### src/sv/ewre_pkg.sv
// ----------------------------------------------------------------------------
// ewre_pkg - shared types and constants of the encoder speed estimator
// Field widths, register indexes, rounding shifts and the sequencer states.
// ----------------------------------------------------------------------------
package ewre_pkg;

   // Stream payload widths
   localparam int IN_WIDTH       = 32;
   localparam int SPEED_WIDTH    = 40;
   localparam int RSP_DATA_WIDTH = 2 * SPEED_WIDTH;
   localparam int RSP_USER_WIDTH = 1;

   // Configuration port
   localparam int CSR_INDEX_WIDTH = 4;
   localparam int CSR_DATA_WIDTH  = 24;

   // Register widths
   localparam int WINDOW_WIDTH = 8;
   localparam int GAIN_WIDTH   = 24;
   localparam int ALPHA_WIDTH  = 17;

   // Register indexes
   localparam logic [CSR_INDEX_WIDTH-1:0] REG_WINDOW_TICKS    = 4'd0;
   localparam logic [CSR_INDEX_WIDTH-1:0] REG_COUNT_INVERTED  = 4'd1;
   localparam logic [CSR_INDEX_WIDTH-1:0] REG_SPEED_GAIN      = 4'd2;
   localparam logic [CSR_INDEX_WIDTH-1:0] REG_SMOOTHING_ALPHA = 4'd3;

   // Register reset values
   localparam logic [WINDOW_WIDTH-1:0] WINDOW_TICKS_RESET    = 8'd10;
   localparam logic                    COUNT_INVERTED_RESET  = 1'b0;
   localparam logic [GAIN_WIDTH-1:0]   SPEED_GAIN_RESET      = 24'd384000;
   localparam logic [ALPHA_WIDTH-1:0]  SMOOTHING_ALPHA_RESET = 17'd13107;

   // Rounding: raw speed drops 8 bits, smoothing step drops 16 bits
   localparam int RAW_SHIFT    = 8;
   localparam int SMOOTH_SHIFT = 16;
   // Magnitude of the raw speed before saturation
   localparam int RAW_MAG_WIDTH = SPEED_WIDTH - 1;
   // Smoothing step magnitude: |delta| < 2^40, alpha < 2^17
   localparam int STEP_WIDTH = 42;
   // Signed sum of filtered speed and step
   localparam int UPDATE_WIDTH = STEP_WIDTH + 2;

   localparam logic signed [SPEED_WIDTH-1:0] SPEED_MAX = 40'sh7F_FFFF_FFFF;
   localparam logic signed [SPEED_WIDTH-1:0] SPEED_MIN = 40'sh80_0000_0000;

   typedef enum logic [3:0] {
      ST_IDLE,
      ST_DIFF,
      ST_ACCUM,
      ST_RAW_MAG,
      ST_RAW_MUL,
      ST_RAW_ROUND,
      ST_RAW_SIGN,
      ST_DELTA,
      ST_SM_MAG,
      ST_SM_MUL,
      ST_SM_ROUND,
      ST_SM_STEP,
      ST_OUTPUT
   } ewre_state_type;

endpackage

### src/sv/ewre_serial_mult.sv
// ----------------------------------------------------------------------------
// ewre_serial_mult - bit-serial shift-add multiplier
// Consumes one multiplier bit per cycle, LSB first; the product is flagged
// by a one-cycle done.
// ----------------------------------------------------------------------------
module ewre_serial_mult import ewre_pkg::*; #(
   parameter int MCAND_WIDTH = 40,
   parameter int MPLR_WIDTH  = 24
) (
   input  logic                              clock,
   input  logic                              reset,
   input  logic                              start,
   input  logic [MCAND_WIDTH-1:0]            mcand,
   input  logic [MPLR_WIDTH-1:0]             mplr,
   output logic                              done,
   output logic [MCAND_WIDTH+MPLR_WIDTH-1:0] product
);

   localparam int PROD_WIDTH = MCAND_WIDTH + MPLR_WIDTH;
   localparam int CNT_WIDTH  = $clog2(MPLR_WIDTH + 1);

   logic [MCAND_WIDTH-1:0] mcand_ff, mcand_in;
   logic [MPLR_WIDTH-1:0]  mplr_ff, mplr_in;
   logic [PROD_WIDTH-1:0]  acc_ff, acc_in;
   logic [CNT_WIDTH-1:0]   cnt_ff, cnt_in;
   logic                   done_ff, done_in;
   logic [MCAND_WIDTH:0]   partial;

   // add the selected multiplicand into the upper half, then shift right
   assign partial = {1'b0, acc_ff[PROD_WIDTH-1:MPLR_WIDTH]}
                  + (mplr_ff[0] ? {1'b0, mcand_ff} : {(MCAND_WIDTH+1){1'b0}});

   always_comb begin
      mcand_in = mcand_ff;
      mplr_in  = mplr_ff;
      acc_in   = acc_ff;
      cnt_in   = cnt_ff;
      done_in  = 1'b0;
      if (start) begin
         mcand_in = mcand;
         mplr_in  = mplr;
         acc_in   = '0;
         cnt_in   = CNT_WIDTH'(MPLR_WIDTH);
      end else if (cnt_ff != '0) begin
         acc_in  = {partial, acc_ff[MPLR_WIDTH-1:1]};
         mplr_in = mplr_ff >> 1;
         cnt_in  = cnt_ff - 1'b1;
         done_in = (cnt_ff == CNT_WIDTH'(1));
      end
   end

   always_ff @(posedge clock) begin
      if (reset) begin
         cnt_ff  <= '0;
         done_ff <= 1'b0;
      end else begin
         cnt_ff  <= cnt_in;
         done_ff <= done_in;
      end
      mcand_ff <= mcand_in;
      mplr_ff  <= mplr_in;
      acc_ff   <= acc_in;
   end

   assign done    = done_ff;
   assign product = acc_ff;

endmodule

### src/sv/encoder_windowed_rpm_ema.sv
// Sequencing: a tick that closes a window runs the raw-speed pass and then the
//   smoothing pass on the bit-serial multiplier; any other tick only the smoothing one.
// One req word is in work at a time: the next one is taken only after the last
//   has been loaded into the output slot.
// Reset: synchronous, active high; clears the sequencer, the count history,
//   window sum, tick count and both speeds, and loads the register defaults.
// ----------------------------------------------------------------------------
// encoder_windowed_rpm_ema - encoder speed estimator with EMA smoothing
// Differences cumulative encoder counts into a window sum, converts each
// closed window to rpm (Q8) and smooths it with an exponential average.
// ----------------------------------------------------------------------------
module encoder_windowed_rpm_ema import ewre_pkg::*; #(
   parameter int COUNT_WIDTH = 32
) (
   input  logic                       clock,
   input  logic                       reset,
   // request stream
   input  logic                       req_tvalid,
   output logic                       req_tready,
   input  logic [IN_WIDTH-1:0]        req_tdata,   // [31:0] encoder_total
   // response stream
   output logic                       rsp_tvalid,
   input  logic                       rsp_tready,
   output logic [RSP_DATA_WIDTH-1:0]  rsp_tdata,   // [39:0] speed_filtered,
                                                   // [79:40] speed_raw
   output logic [RSP_USER_WIDTH-1:0]  rsp_tuser,   // [0] window_done
   // register write channel
   input  logic                       csr_valid,
   output logic                       csr_ready,
   input  logic [CSR_INDEX_WIDTH-1:0] csr_index,
   input  logic [CSR_DATA_WIDTH-1:0]  csr_data
);

   // Counts are sign-extended (or cut) to COUNT_WIDTH; the shared multiplier
   // is sized for the wider of |window sum| and |raw - filtered|.
   localparam int EXT_WIDTH  = (COUNT_WIDTH > IN_WIDTH) ? COUNT_WIDTH : IN_WIDTH;
   localparam int MC_WIDTH   = (COUNT_WIDTH > SPEED_WIDTH) ? COUNT_WIDTH : SPEED_WIDTH;
   localparam int PROD_WIDTH = MC_WIDTH + GAIN_WIDTH;
   localparam int DELTA_WIDTH = SPEED_WIDTH + 1;

   // ---------------------------------------------------------------------
   // Registers
   // ---------------------------------------------------------------------
   ewre_state_type state_ff, state_in;

   logic [WINDOW_WIDTH-1:0] window_ticks_ff, window_ticks_in;
   logic                    count_inverted_ff, count_inverted_in;
   logic [GAIN_WIDTH-1:0]   speed_gain_ff, speed_gain_in;
   logic [ALPHA_WIDTH-1:0]  smoothing_alpha_ff, smoothing_alpha_in;

   logic [COUNT_WIDTH-1:0]  cur_ff, cur_in;     // count of this tick
   logic [COUNT_WIDTH-1:0]  prev_ff, prev_in;   // count of the last tick
   logic [COUNT_WIDTH-1:0]  diff_ff, diff_in;
   logic [COUNT_WIDTH-1:0]  sum_ff, sum_in;     // open window sum
   logic [WINDOW_WIDTH-1:0] tick_ff, tick_in;
   logic                    done_ff, done_in;   // this tick closes a window
   logic                    neg_ff, neg_in;     // sign of the closed sum
   logic                    rsat_ff, rsat_in;
   logic [RAW_MAG_WIDTH-1:0] rmag_ff, rmag_in;
   logic signed [SPEED_WIDTH-1:0] raw_ff, raw_in;
   logic signed [SPEED_WIDTH-1:0] filt_ff, filt_in;
   logic signed [DELTA_WIDTH-1:0] delta_ff, delta_in;
   logic [STEP_WIDTH-1:0]   step_ff, step_in;

   logic                      rsp_valid_ff, rsp_valid_in;
   logic [RSP_DATA_WIDTH-1:0] rsp_data_ff, rsp_data_in;
   logic [RSP_USER_WIDTH-1:0] rsp_user_ff, rsp_user_in;

   // ---------------------------------------------------------------------
   // Combinational helpers
   // ---------------------------------------------------------------------
   logic                    req_accept;
   logic                    slot_free;
   logic                    rsp_load;
   logic                    mult_start;
   logic                    mult_done;
   logic [MC_WIDTH-1:0]     mult_mcand;
   logic [GAIN_WIDTH-1:0]   mult_mplr;
   logic [PROD_WIDTH-1:0]   mult_product;

   logic [EXT_WIDTH-1:0]    total_ext;
   logic [COUNT_WIDTH-1:0]  total_cur;
   logic [WINDOW_WIDTH-1:0] tick_inc;
   logic [COUNT_WIDTH-1:0]  sum_abs;
   logic [DELTA_WIDTH-1:0]  delta_abs;
   logic [PROD_WIDTH:0]     raw_round;
   logic [PROD_WIDTH:0]     sm_round;
   logic [SPEED_WIDTH-1:0]  raw_mag_ext;
   logic signed [UPDATE_WIDTH-1:0] filt_ext;
   logic signed [UPDATE_WIDTH-1:0] step_ext;
   logic signed [UPDATE_WIDTH-1:0] update;

   assign req_accept = req_tvalid && req_tready;
   // output slot is free when empty or being drained this cycle
   assign slot_free  = !rsp_valid_ff || rsp_tready;
   assign csr_ready  = 1'b1;

   assign total_ext = EXT_WIDTH'($signed(req_tdata));
   assign total_cur = total_ext[COUNT_WIDTH-1:0];
   assign tick_inc  = tick_ff + 1'b1;
   assign sum_abs   = sum_ff[COUNT_WIDTH-1] ? COUNT_WIDTH'(~sum_ff + 1'b1) : sum_ff;
   assign delta_abs = delta_ff[DELTA_WIDTH-1] ? DELTA_WIDTH'(-delta_ff)
                                              : DELTA_WIDTH'(delta_ff);

   // round half away from zero on the magnitude
   assign raw_round = {1'b0, mult_product} + (PROD_WIDTH+1)'(1 << (RAW_SHIFT - 1));
   assign sm_round  = {1'b0, mult_product} + (PROD_WIDTH+1)'(1 << (SMOOTH_SHIFT - 1));

   assign raw_mag_ext = {1'b0, rmag_ff};
   assign filt_ext    = UPDATE_WIDTH'(filt_ff);
   assign step_ext    = $signed({2'b00, step_ff});
   assign update      = delta_ff[DELTA_WIDTH-1] ? (filt_ext - step_ext)
                                                : (filt_ext + step_ext);

   // shared multiplier: window sum times gain, then delta times alpha
   assign mult_mcand = (state_ff == ST_RAW_MAG) ? MC_WIDTH'(sum_abs)
                                                : MC_WIDTH'(delta_abs[SPEED_WIDTH-1:0]);
   assign mult_mplr  = (state_ff == ST_RAW_MAG) ? speed_gain_ff
                                                : GAIN_WIDTH'(smoothing_alpha_ff);

   ewre_serial_mult #(
      .MCAND_WIDTH (MC_WIDTH),
      .MPLR_WIDTH  (GAIN_WIDTH)
   ) u_mult (
      .clock   (clock),
      .reset   (reset),
      .start   (mult_start),
      .mcand   (mult_mcand),
      .mplr    (mult_mplr),
      .done    (mult_done),
      .product (mult_product)
   );

   // ---------------------------------------------------------------------
   // Sequencer: next state
   // ---------------------------------------------------------------------
   always_comb begin
      state_in = state_ff;
      case (state_ff)
         ST_IDLE:      if (req_accept) state_in = ST_DIFF;
         ST_DIFF:      state_in = ST_ACCUM;
         ST_ACCUM:     state_in = done_ff ? ST_RAW_MAG : ST_DELTA;
         ST_RAW_MAG:   state_in = ST_RAW_MUL;
         ST_RAW_MUL:   if (mult_done) state_in = ST_RAW_ROUND;
         ST_RAW_ROUND: state_in = ST_RAW_SIGN;
         ST_RAW_SIGN:  state_in = ST_DELTA;
         ST_DELTA:     state_in = ST_SM_MAG;
         ST_SM_MAG:    state_in = ST_SM_MUL;
         ST_SM_MUL:    if (mult_done) state_in = ST_SM_ROUND;
         ST_SM_ROUND:  state_in = ST_SM_STEP;
         ST_SM_STEP:   state_in = ST_OUTPUT;
         ST_OUTPUT:    if (slot_free) state_in = ST_IDLE;
         default:      state_in = ST_IDLE;
      endcase
   end

   // ---------------------------------------------------------------------
   // Sequencer: outputs
   // ---------------------------------------------------------------------
   always_comb begin
      req_tready = 1'b0;
      mult_start = 1'b0;
      rsp_load   = 1'b0;
      case (state_ff)
         ST_IDLE:    req_tready = 1'b1;
         ST_RAW_MAG: mult_start = 1'b1;
         ST_SM_MAG:  mult_start = 1'b1;
         ST_OUTPUT:  rsp_load   = slot_free;
         default:    req_tready = 1'b0;
      endcase
   end

   // ---------------------------------------------------------------------
   // Register writes
   // ---------------------------------------------------------------------
   always_comb begin
      window_ticks_in    = window_ticks_ff;
      count_inverted_in  = count_inverted_ff;
      speed_gain_in      = speed_gain_ff;
      smoothing_alpha_in = smoothing_alpha_ff;
      if (csr_valid && csr_ready) begin
         // keep the low bits of each register; ignore unknown indexes
         case (csr_index)
            REG_WINDOW_TICKS:    window_ticks_in    = csr_data[WINDOW_WIDTH-1:0];
            REG_COUNT_INVERTED:  count_inverted_in  = csr_data[0];
            REG_SPEED_GAIN:      speed_gain_in      = csr_data[GAIN_WIDTH-1:0];
            REG_SMOOTHING_ALPHA: smoothing_alpha_in = csr_data[ALPHA_WIDTH-1:0];
            default:             window_ticks_in    = window_ticks_ff;
         endcase
      end
   end

   // ---------------------------------------------------------------------
   // Datapath
   // ---------------------------------------------------------------------
   always_comb begin
      cur_in   = cur_ff;
      prev_in  = prev_ff;
      diff_in  = diff_ff;
      sum_in   = sum_ff;
      tick_in  = tick_ff;
      done_in  = done_ff;
      neg_in   = neg_ff;
      rsat_in  = rsat_ff;
      rmag_in  = rmag_ff;
      raw_in   = raw_ff;
      filt_in  = filt_ff;
      delta_in = delta_ff;
      step_in  = step_ff;
      case (state_ff)
         ST_IDLE: begin
            // negate the count first when the encoder is mounted reversed
            if (req_accept) begin
               cur_in = count_inverted_ff ? COUNT_WIDTH'(~total_cur + 1'b1) : total_cur;
            end
         end
         ST_DIFF: begin
            diff_in = cur_ff - prev_ff;
            prev_in = cur_ff;
            tick_in = tick_inc;
            // a window length of zero closes a window on every tick
            done_in = (tick_inc >= window_ticks_ff);
         end
         ST_ACCUM: begin
            sum_in = sum_ff + diff_ff;
         end
         ST_RAW_MAG: begin
            // the multiplier takes |sum| now; clear the open window
            neg_in  = sum_ff[COUNT_WIDTH-1];
            sum_in  = '0;
            tick_in = '0;
         end
         ST_RAW_ROUND: begin
            rmag_in = raw_round[RAW_SHIFT+RAW_MAG_WIDTH-1:RAW_SHIFT];
            rsat_in = |raw_round[PROD_WIDTH:RAW_SHIFT+RAW_MAG_WIDTH];
         end
         ST_RAW_SIGN: begin
            if (rsat_ff) begin
               raw_in = neg_ff ? SPEED_MIN : SPEED_MAX;
            end else begin
               raw_in = neg_ff ? $signed(SPEED_WIDTH'(~raw_mag_ext + 1'b1))
                               : $signed(raw_mag_ext);
            end
         end
         ST_DELTA: begin
            delta_in = DELTA_WIDTH'(raw_ff) - DELTA_WIDTH'(filt_ff);
         end
         ST_SM_ROUND: begin
            step_in = sm_round[SMOOTH_SHIFT+STEP_WIDTH-1:SMOOTH_SHIFT];
         end
         ST_SM_STEP: begin
            // saturate when the top bits are not all copies of the sign
            if (update[UPDATE_WIDTH-1:SPEED_WIDTH-1]
                == {(UPDATE_WIDTH-SPEED_WIDTH+1){update[SPEED_WIDTH-1]}}) begin
               filt_in = update[SPEED_WIDTH-1:0];
            end else begin
               filt_in = update[UPDATE_WIDTH-1] ? SPEED_MIN : SPEED_MAX;
            end
         end
         default: begin
            step_in = step_ff;
         end
      endcase
   end

   // ---------------------------------------------------------------------
   // Output slot: holds a finished word while the core takes the next one
   // ---------------------------------------------------------------------
   always_comb begin
      rsp_valid_in = rsp_valid_ff;
      rsp_data_in  = rsp_data_ff;
      rsp_user_in  = rsp_user_ff;
      if (rsp_load) begin
         rsp_valid_in = 1'b1;
         rsp_data_in  = {raw_ff, filt_ff};
         rsp_user_in  = done_ff;
      end else if (rsp_tready) begin
         rsp_valid_in = 1'b0;
      end
   end

   always_ff @(posedge clock) begin
      if (reset) begin
         state_ff           <= ST_IDLE;
         window_ticks_ff    <= WINDOW_TICKS_RESET;
         count_inverted_ff  <= COUNT_INVERTED_RESET;
         speed_gain_ff      <= SPEED_GAIN_RESET;
         smoothing_alpha_ff <= SMOOTHING_ALPHA_RESET;
         prev_ff            <= '0;
         sum_ff             <= '0;
         tick_ff            <= '0;
         raw_ff             <= '0;
         filt_ff            <= '0;
         rsp_valid_ff       <= 1'b0;
      end else begin
         state_ff           <= state_in;
         window_ticks_ff    <= window_ticks_in;
         count_inverted_ff  <= count_inverted_in;
         speed_gain_ff      <= speed_gain_in;
         smoothing_alpha_ff <= smoothing_alpha_in;
         prev_ff            <= prev_in;
         sum_ff             <= sum_in;
         tick_ff            <= tick_in;
         raw_ff             <= raw_in;
         filt_ff            <= filt_in;
         rsp_valid_ff       <= rsp_valid_in;
      end
      cur_ff      <= cur_in;
      diff_ff     <= diff_in;
      done_ff     <= done_in;
      neg_ff      <= neg_in;
      rsat_ff     <= rsat_in;
      rmag_ff     <= rmag_in;
      delta_ff    <= delta_in;
      step_ff     <= step_in;
      rsp_data_ff <= rsp_data_in;
      rsp_user_ff <= rsp_user_in;
   end

   assign rsp_tvalid = rsp_valid_ff;
   assign rsp_tdata  = rsp_data_ff;
   assign rsp_tuser  = rsp_user_ff;

endmodule

### config.mk
export PLATFORM = sky130hd
export DESIGN_NAME = encoder_windowed_rpm_ema
export DESIGN_NICKNAME = d
export VERILOG_FILES = /design/src/sv/ewre_pkg.sv /design/src/sv/ewre_serial_mult.sv /design/src/sv/encoder_windowed_rpm_ema.sv
export SDC_FILE = /design/constraint.sdc
export NUM_CORES = 2
export LEC_CHECK = 0
export BUFFER_PORTS_ARGS = -buffer_cell sky130_fd_sc_hd__buf_2
export CAP_MARGIN = 20
export CORE_ASPECT_RATIO = 0.7
export CORE_MARGIN = 5
export CORE_UTILIZATION = 57
export DETAILED_ROUTE_END_ITERATION = 10
export HOLD_SLACK_MARGIN = 0.06
export PLACE_DENSITY = 0.77
export SLEW_MARGIN = 5
export SYNTH_ARGS = -nofsm -noshare
export SYNTH_HDL_FRONTEND = slang
export SYNTH_SLANG_ARGS = --single-unit
### constraint.sdc
create_clock -name clock -period 4.7 [get_ports clock]
set_input_delay 0.235 -clock clock [delete_from_list [all_inputs] [get_ports clock]]
set_output_delay 0.235 -clock clock [all_outputs]
set_load 0.05 [all_outputs]
---- Yosys cells after proc, flatten, opt, wreduce, memory -nomap -nowiden ----
Index checks and enable logic that the tools add are counted.
word-level totals
  register bits ........................... 611
  input port bits ......................... 65
  word-level logic and storage cells ...... 117
operators by class
  add/subtract/negate cells ............... 14
  order comparisons ....................... 1
  equal/unequal tests ..................... 21
  multiplexer cells ....................... 29
  bitwise logic cells ..................... 4
  reductions and logical operators ........ 20
operators with widths
  operator                                                           count
  40-bit two-way mux                                                 7
  32-bit two-way mux                                                 3
  24-bit two-way mux                                                 3
  64-bit by 8-bit adder with 65-bit output (second input constant)   1
  32-bit by 1-bit adder with 32-bit output (second input constant)   2
  32-bit inverter                                                    2
  32-bit one-hot mux with 2 select lines                             1
  58-bit by 16-bit adder with 58-bit output (second input constant)  1
  4-bit one-hot mux with 13 select lines                             1
  40-bit by 43-bit adder with 44-bit output                          1
  44-bit two-way mux                                                 1
  40-bit by 43-bit subtractor with 44-bit output                     1
  40-bit by 40-bit adder with 41-bit output                          1
  40-bit by 40-bit subtractor with 41-bit output                     1
  40-bit by 1-bit adder with 40-bit output (second input constant)   1
  40-bit negation                                                    1
  39-bit inverter with 40-bit output                                 1
  32-bit adder                                                       1
  32-bit subtractor                                                  1
  4-bit == test (second input constant)                              5
  18-bit OR reduction                                                1
  4-bit by 2-bit == test with 1-bit output (second input constant)   4
  4-bit by 3-bit == test with 1-bit output (second input constant)   4
  4-bit two-way mux                                                  4
  other kinds (23)                                                   40

---- Longest topological paths before layout ----
  word-level depth ........................ 5
  gate-level depth with buffers ........... 24
  gate-level depth less buffers ........... 21

---- By module ----
From an unflattened synthesis, not the netlist that was laid out.
unflattened totals
  cell total of the unflattened synthesis .. 4046
  area total of the unflattened synthesis .. 36665.2 sq um
modules (own cells, without submodules)
  module                    times used  cells each  area each (sq um)
  encoder_windowed_rpm_ema  1           3310        29564.6
  ewre_serial_mult          1           736         7100.6

---- Worst setup path after synthesis ----
Ideal clock, no wire load.
  path type ............................... register to register
  start ................................... reg state_ff[0]
  end ..................................... reg rsp_data_ff[0], in the netlist rsp_tdata[0], enable pin
  arrival time ............................ 4.356 ns
  path slack .............................. -0.186 ns
  stages on the path, launching flop included .. 5
  buffers on the path ..................... 1
  clock period less this slack ............ 4.886 ns
  cell sequence ........................... dfxtp_1 -> clkbuf_1 -> nor2_1 -> nand3_1 -> nor2b_1
between the ends
  word-level cells in the longest chain between the ends .. 2
RTL lines
  item                    RTL line                         text
  start, declared         encoder_windowed_rpm_ema.sv:44   ewre_state_type state_ff, state_in;
  start signal, assigned  encoder_windowed_rpm_ema.sv:296  state_ff <= state_in;
  4-bit == test           encoder_windowed_rpm_ema.sv:164  case (state_ff)
  1-bit two-way mux       encoder_windowed_rpm_ema.sv:164
  named net rsp_load      encoder_windowed_rpm_ema.sv:74   logic rsp_load;
  end signal, assigned    encoder_windowed_rpm_ema.sv:316  rsp_data_ff <= rsp_data_in;
  end, declared           encoder_windowed_rpm_ema.sv:66   logic [RSP_DATA_WIDTH-1:0] rsp_data_ff, rsp_data_in;
The timed path passes the listed nets, and every way through them passes these cells.
A chain may end at the register's enable or synchronous reset.

---- Worst setup path after layout ----
  start ................................... reg step_ff[3]
  end ..................................... reg filt_ff[20]
between the ends
  word-level cells in the longest chain between the ends .. 4
RTL lines
  item                                                                                                         RTL line                                                          text
  start, declared                                                                                              encoder_windowed_rpm_ema.sv:63                                    logic [STEP_WIDTH-1:0] step_ff, step_in;
  start signal, assigned                                                                                       encoder_windowed_rpm_ema.sv:315                                   step_ff <= step_in;
  40-bit by 43-bit adder with 44-bit output or 40-bit by 43-bit subtractor with 44-bit output (tied branches)  encoder_windowed_rpm_ema.sv:113, encoder_windowed_rpm_ema.sv:112
  44-bit two-way mux *                                                                                         encoder_windowed_rpm_ema.sv:112                                   assign update = delta_ff[DELTA_WIDTH-1] ? (filt_ext - step_ext)
  4-bit == test or 40-bit two-way mux (tied branches)                                                          encoder_windowed_rpm_ema.sv:254, encoder_windowed_rpm_ema.sv:257
  40-bit two-way mux *                                                                                         encoder_windowed_rpm_ema.sv:253                                   if (update[UPDATE_WIDTH-1:SPEED_WIDTH-1]
  end signal, assigned                                                                                         encoder_windowed_rpm_ema.sv:305                                   filt_ff <= filt_in;
  end, declared                                                                                                encoder_windowed_rpm_ema.sv:61                                    logic signed [SPEED_WIDTH-1:0] filt_ff, filt_in;
Every way passes the cells marked *; elsewhere a longest branch is shown, timed or not.

==> out/metrics.cfg <==
[run_status]
status=complete, but fails checks
violations=negative setup slack

[timing]
clock_skew_ns=0.0409
post-route-period-util_pct=102
setup-violations-final=39
rsz0062_at_grt=true
worst_pin_slew_ns=1.15
fmax_ghz=0.208
worst_slack_ns=-0.101
fin_crit_ns=4.80
final_hold_viol_count=0
slew_viol_final=0
relSlewSlack_pct=23.2

[critical_path]
critPathLaunchType=flop
r2r_setup_slack_ns=-0.10
r2r-start=step_ff[3]$_DFFE_PN_
cp_cell_sequence=nor4_2, buf_4, nor4b_4, buf_4, and3_4, a31oi_4, xnor2_1, ha_1, a21o_1, o21bai_4, a21o_1, a221oi_2, nand3_4, a31o_4, a21oi_4, xnor2_2, o41a_4, buf_12, nor3_2, a211oi_2
path_class=reg -> reg
cp_top_family=compound AO/OA/AOI/OAI gates
worstRegToRegCells=20
arrival_ns=5.30
max_stage_delay_ns=0.61
cp.required_ns=5.20
path_max_fanout=7
startpoint=step_ff[3]$_DFFE_PN_
slowest_stage=o41a_4
critPathCaptureType=flop
rr_endpoint=filt_ff[20]$_SDFFE_PP0P_
critPathBufInv=3

[clock_network]
h-tree-depth=2
clk_pin_slew_ns=0.07
clk_latency_ns=0.65
cts_tree=yes
cts_root_buffer=clkbuf_16
cts_sinks=604
cts_buffers=60
cts_max_path_buffers=3

[route]
routed_wirelength_um=99500
wl_per_cell_um=19.2
drtIter0Drc=3489
drc=0
drtPass1Iterations=6
viasPerCell=6.02
num_vias=31200
ant_nets=0

[finish]
antenna_cells=0
fin_area_mm2=0.0428
final_util_pct=67.7
drive_gt1_share_pct=14.0
final_nets=4572
syn_to_final_growth_pct=17.2

[synth]
synth_area_per_cell_um2=9.18
synth_cells=3980
synth.most_common_cell=nand2_1
ys_types=98
synth_largest_area_cell=edfxtp_1
synth-seq-area-share_pct=42.2
synth-edff-count=334
synthArstFlopShare_pct=0
syn-num-nets=4254
synthTopCellsByCount=nand2_1 (477), a21oi_1 (387), edfxtp_1 (334), nor2_1 (310), dfxtp_1 (270)
ys.flop_type=edfxtp_1
synth.top_cell.area_share_pct=27.4
yosysWarningCount=0
synth_seq_cells=604
synth_area_leaders=edfxtp_1 (27%), dfxtp_1 (15%), ha_1 (7.0%), xnor2_1 (6.4%), a21oi_1 (5.3%)
netlist_area_mm2=0.0366

[power_and_ir_drop]
swShare_pct=34.7
vdd.ir_drop.worst_mv=0.328
p_leak_nw=16.5
intPower_w=0.0124
p_switching_w=0.00657
p_comb_share_pct=32.7
pwr_density_cell_mw_per_mm2=442
clockPowerShare_pct=28.6
pwr-share-seq_pct=38.7

[global_routing]
grt_pass1_wl_um=156000
track_usage_pct=27.2
antenna_found_initial=1
grt_max_degree=87
grt.busiest_layer=met1
grt_remaining_overflow=0
grt_pass1_vias=28600
grtUsageMet1_pct=41.0
globalRouteMet2Util_pct=40.4
gr-usage-met3_pct=4.77

[floorplan]
die-area_mm2=0.0694
initial_core_util_pct=57.7
die-width_um=313
io_pins=149
core_area_mm2=0.0633
row_count=77
fp.dieH_um=222

[worst_hold_path]
min_from=req_tvalid
whs_endpoint=state_ff[1]$_SDFFE_PP0P_
whs_path_depth=5
hold_class=in -> reg

[run]
maxCapViolations=0

[placement]
gp_congestion=0.964
placed_area_mm2=0.0390
io_buffers=147
dp_hpwl_um=71200

==> final cells by class <==
class | instances | area, um2
repair buffers | 435 | 3330
fillers | 4911 | 20500
inverters | 167 | 627
clock buffers | 86 | 1800
well taps | 829 | 1040
flip-flops and latches | 604 | 15400
clock inverters | 28 | 439
multi-input cells | 3030 | 20200
==> registers in the layout, indices dropped and copies added, names as in the netlist, 4 cells and up <==
register / cells
u_mult.product: 57
state_ff: 4
rmag_ff: 39
u_mult.mcand_ff: 40
step_ff: 42
diff_ff: 32
rsp_tdata: 80
window_ticks_ff: 8
prev_ff: 32
sum_ff: 32
delta_ff: 41
raw_ff: 40
speed_gain_ff: 24
cur_ff: 32
u_mult.cnt_ff: 5
smoothing_alpha_ff: 17
tick_ff: 8
u_mult.mplr_ff: 24
filt_ff: 40
==> layer usage <==
layer  wire (um)  part of all wire [%]
met2       42400                    43
met4        2620                   2.6
met1       46000                    46
met5         108                  0.11
met3        8420                   8.5
==> worst max path at each step <==
stage	endpoint	slack [ns]	cells after the start
finish	filt_ff[20]$_SDFFE_PP0P_	-0.10	20
global route	filt_ff[27]$_SDFFE_PP0P_	-0.30	21
CTS	filt_ff[0]$_SDFFE_PP0P_	-0.004	20
detailed placement	filt_ff[31]$_SDFFE_PP0P_	-0.40	21
global placement	filt_ff[28]$_SDFFE_PP0P_	-0.30	21
floorplan	filt_ff[15]$_SDFFE_PP0P_	0.006	21
==> power groups by stage <==
stage | sequential, W | clock (W) | combinational (W)
finish | 0.00732 | 0.00542 | 0.00619
global route | 0.00741 | 0.00570 | 0.00687
CTS | 0.00731 | 0.00548 | 0.00610
detailed placement | 0.00741 | 0 | 0.00598
global placement | 0.00740 | 0 | 0.00586
floorplan | 0.00703 | 0 | 0.00488
==> layout by cell type (no fill, tap or decap), drive strengths merged, types with 35 or more instances in the layout <==
cell type / count
buf: 355
a21oi: 389
nor2: 310
dfxtp: 270
nor2b: 46
nand4: 41
ha: 204
xnor2: 268
a211oi: 68
inv: 168
a21o: 83
nand3: 86
nand2b: 45
edfxtp: 334
xor2: 125
a31oi: 35
dlygate4sd3: 76
clkbuf: 90
nor3: 105
o21ai: 175
nand2: 478
and2: 58
==> kinds of logic (layout without fill, tap and decap cells) <==
group,after synthesis,after routing,share of synthesized area [%]
XOR/XNOR,393,393,9.44
adder cells (fa/ha/maj),209,209,7.26
AO/OA/AOI/OAI,1046,1046,18.3
other,1,1,0.0103
buffers and inverters,346,716,3.99
AND/OR/NAND/NOR,1348,1348,17.9
multiplexers,33,33,0.911
flip-flops,604,604,42.2
==> worst register-to-register path: stages (launching register included) <==
cell and delay (ns):
edfxtp_1 0.44, nor4_2 0.32, buf_4 0.17, nor4b_4 0.20, buf_4 0.17, and3_4 0.23
a31oi_4 0.09, xnor2_1 0.13, ha_1 0.33, a21o_1 0.18, o21bai_4 0.17, a21o_1 0.16
a221oi_2 0.33, nand3_4 0.16, a31o_4 0.26, a21oi_4 0.13, xnor2_2 0.09, o41a_4 0.61
buf_12 0.21, nor3_2 0.20, a211oi_2 0.06
==> per-stage QoR <==
stage,power [W],setup TNS (ns),cells,hold WS [ns],worst slack (ns)
after floorplan,0.0119,0,3980,0.334,0.00628
after global placement,0.0133,-10.35,4960,0.435,-0.300
after detailed placement,0.0134,-13.42,4960,0.435,-0.398
after CTS,0.0189,-0.0122,5166,0.161,-0.00415
after global routing,0.0200,-9.45,5179,0.217,-0.300
final,0.0189,-2.42,5179,0.189,-0.101
==> timing repair <==
item	CTS	global route
endpoints found under the setup margin	39	39
hold endpoints to repair	85	0
gates resized for setup	50	43
buffers inserted	15	8
gates cloned	2	3
pin swaps	26	10
hold buffers	76	0
No activity file was read; power rests on OpenSTA's default activity.
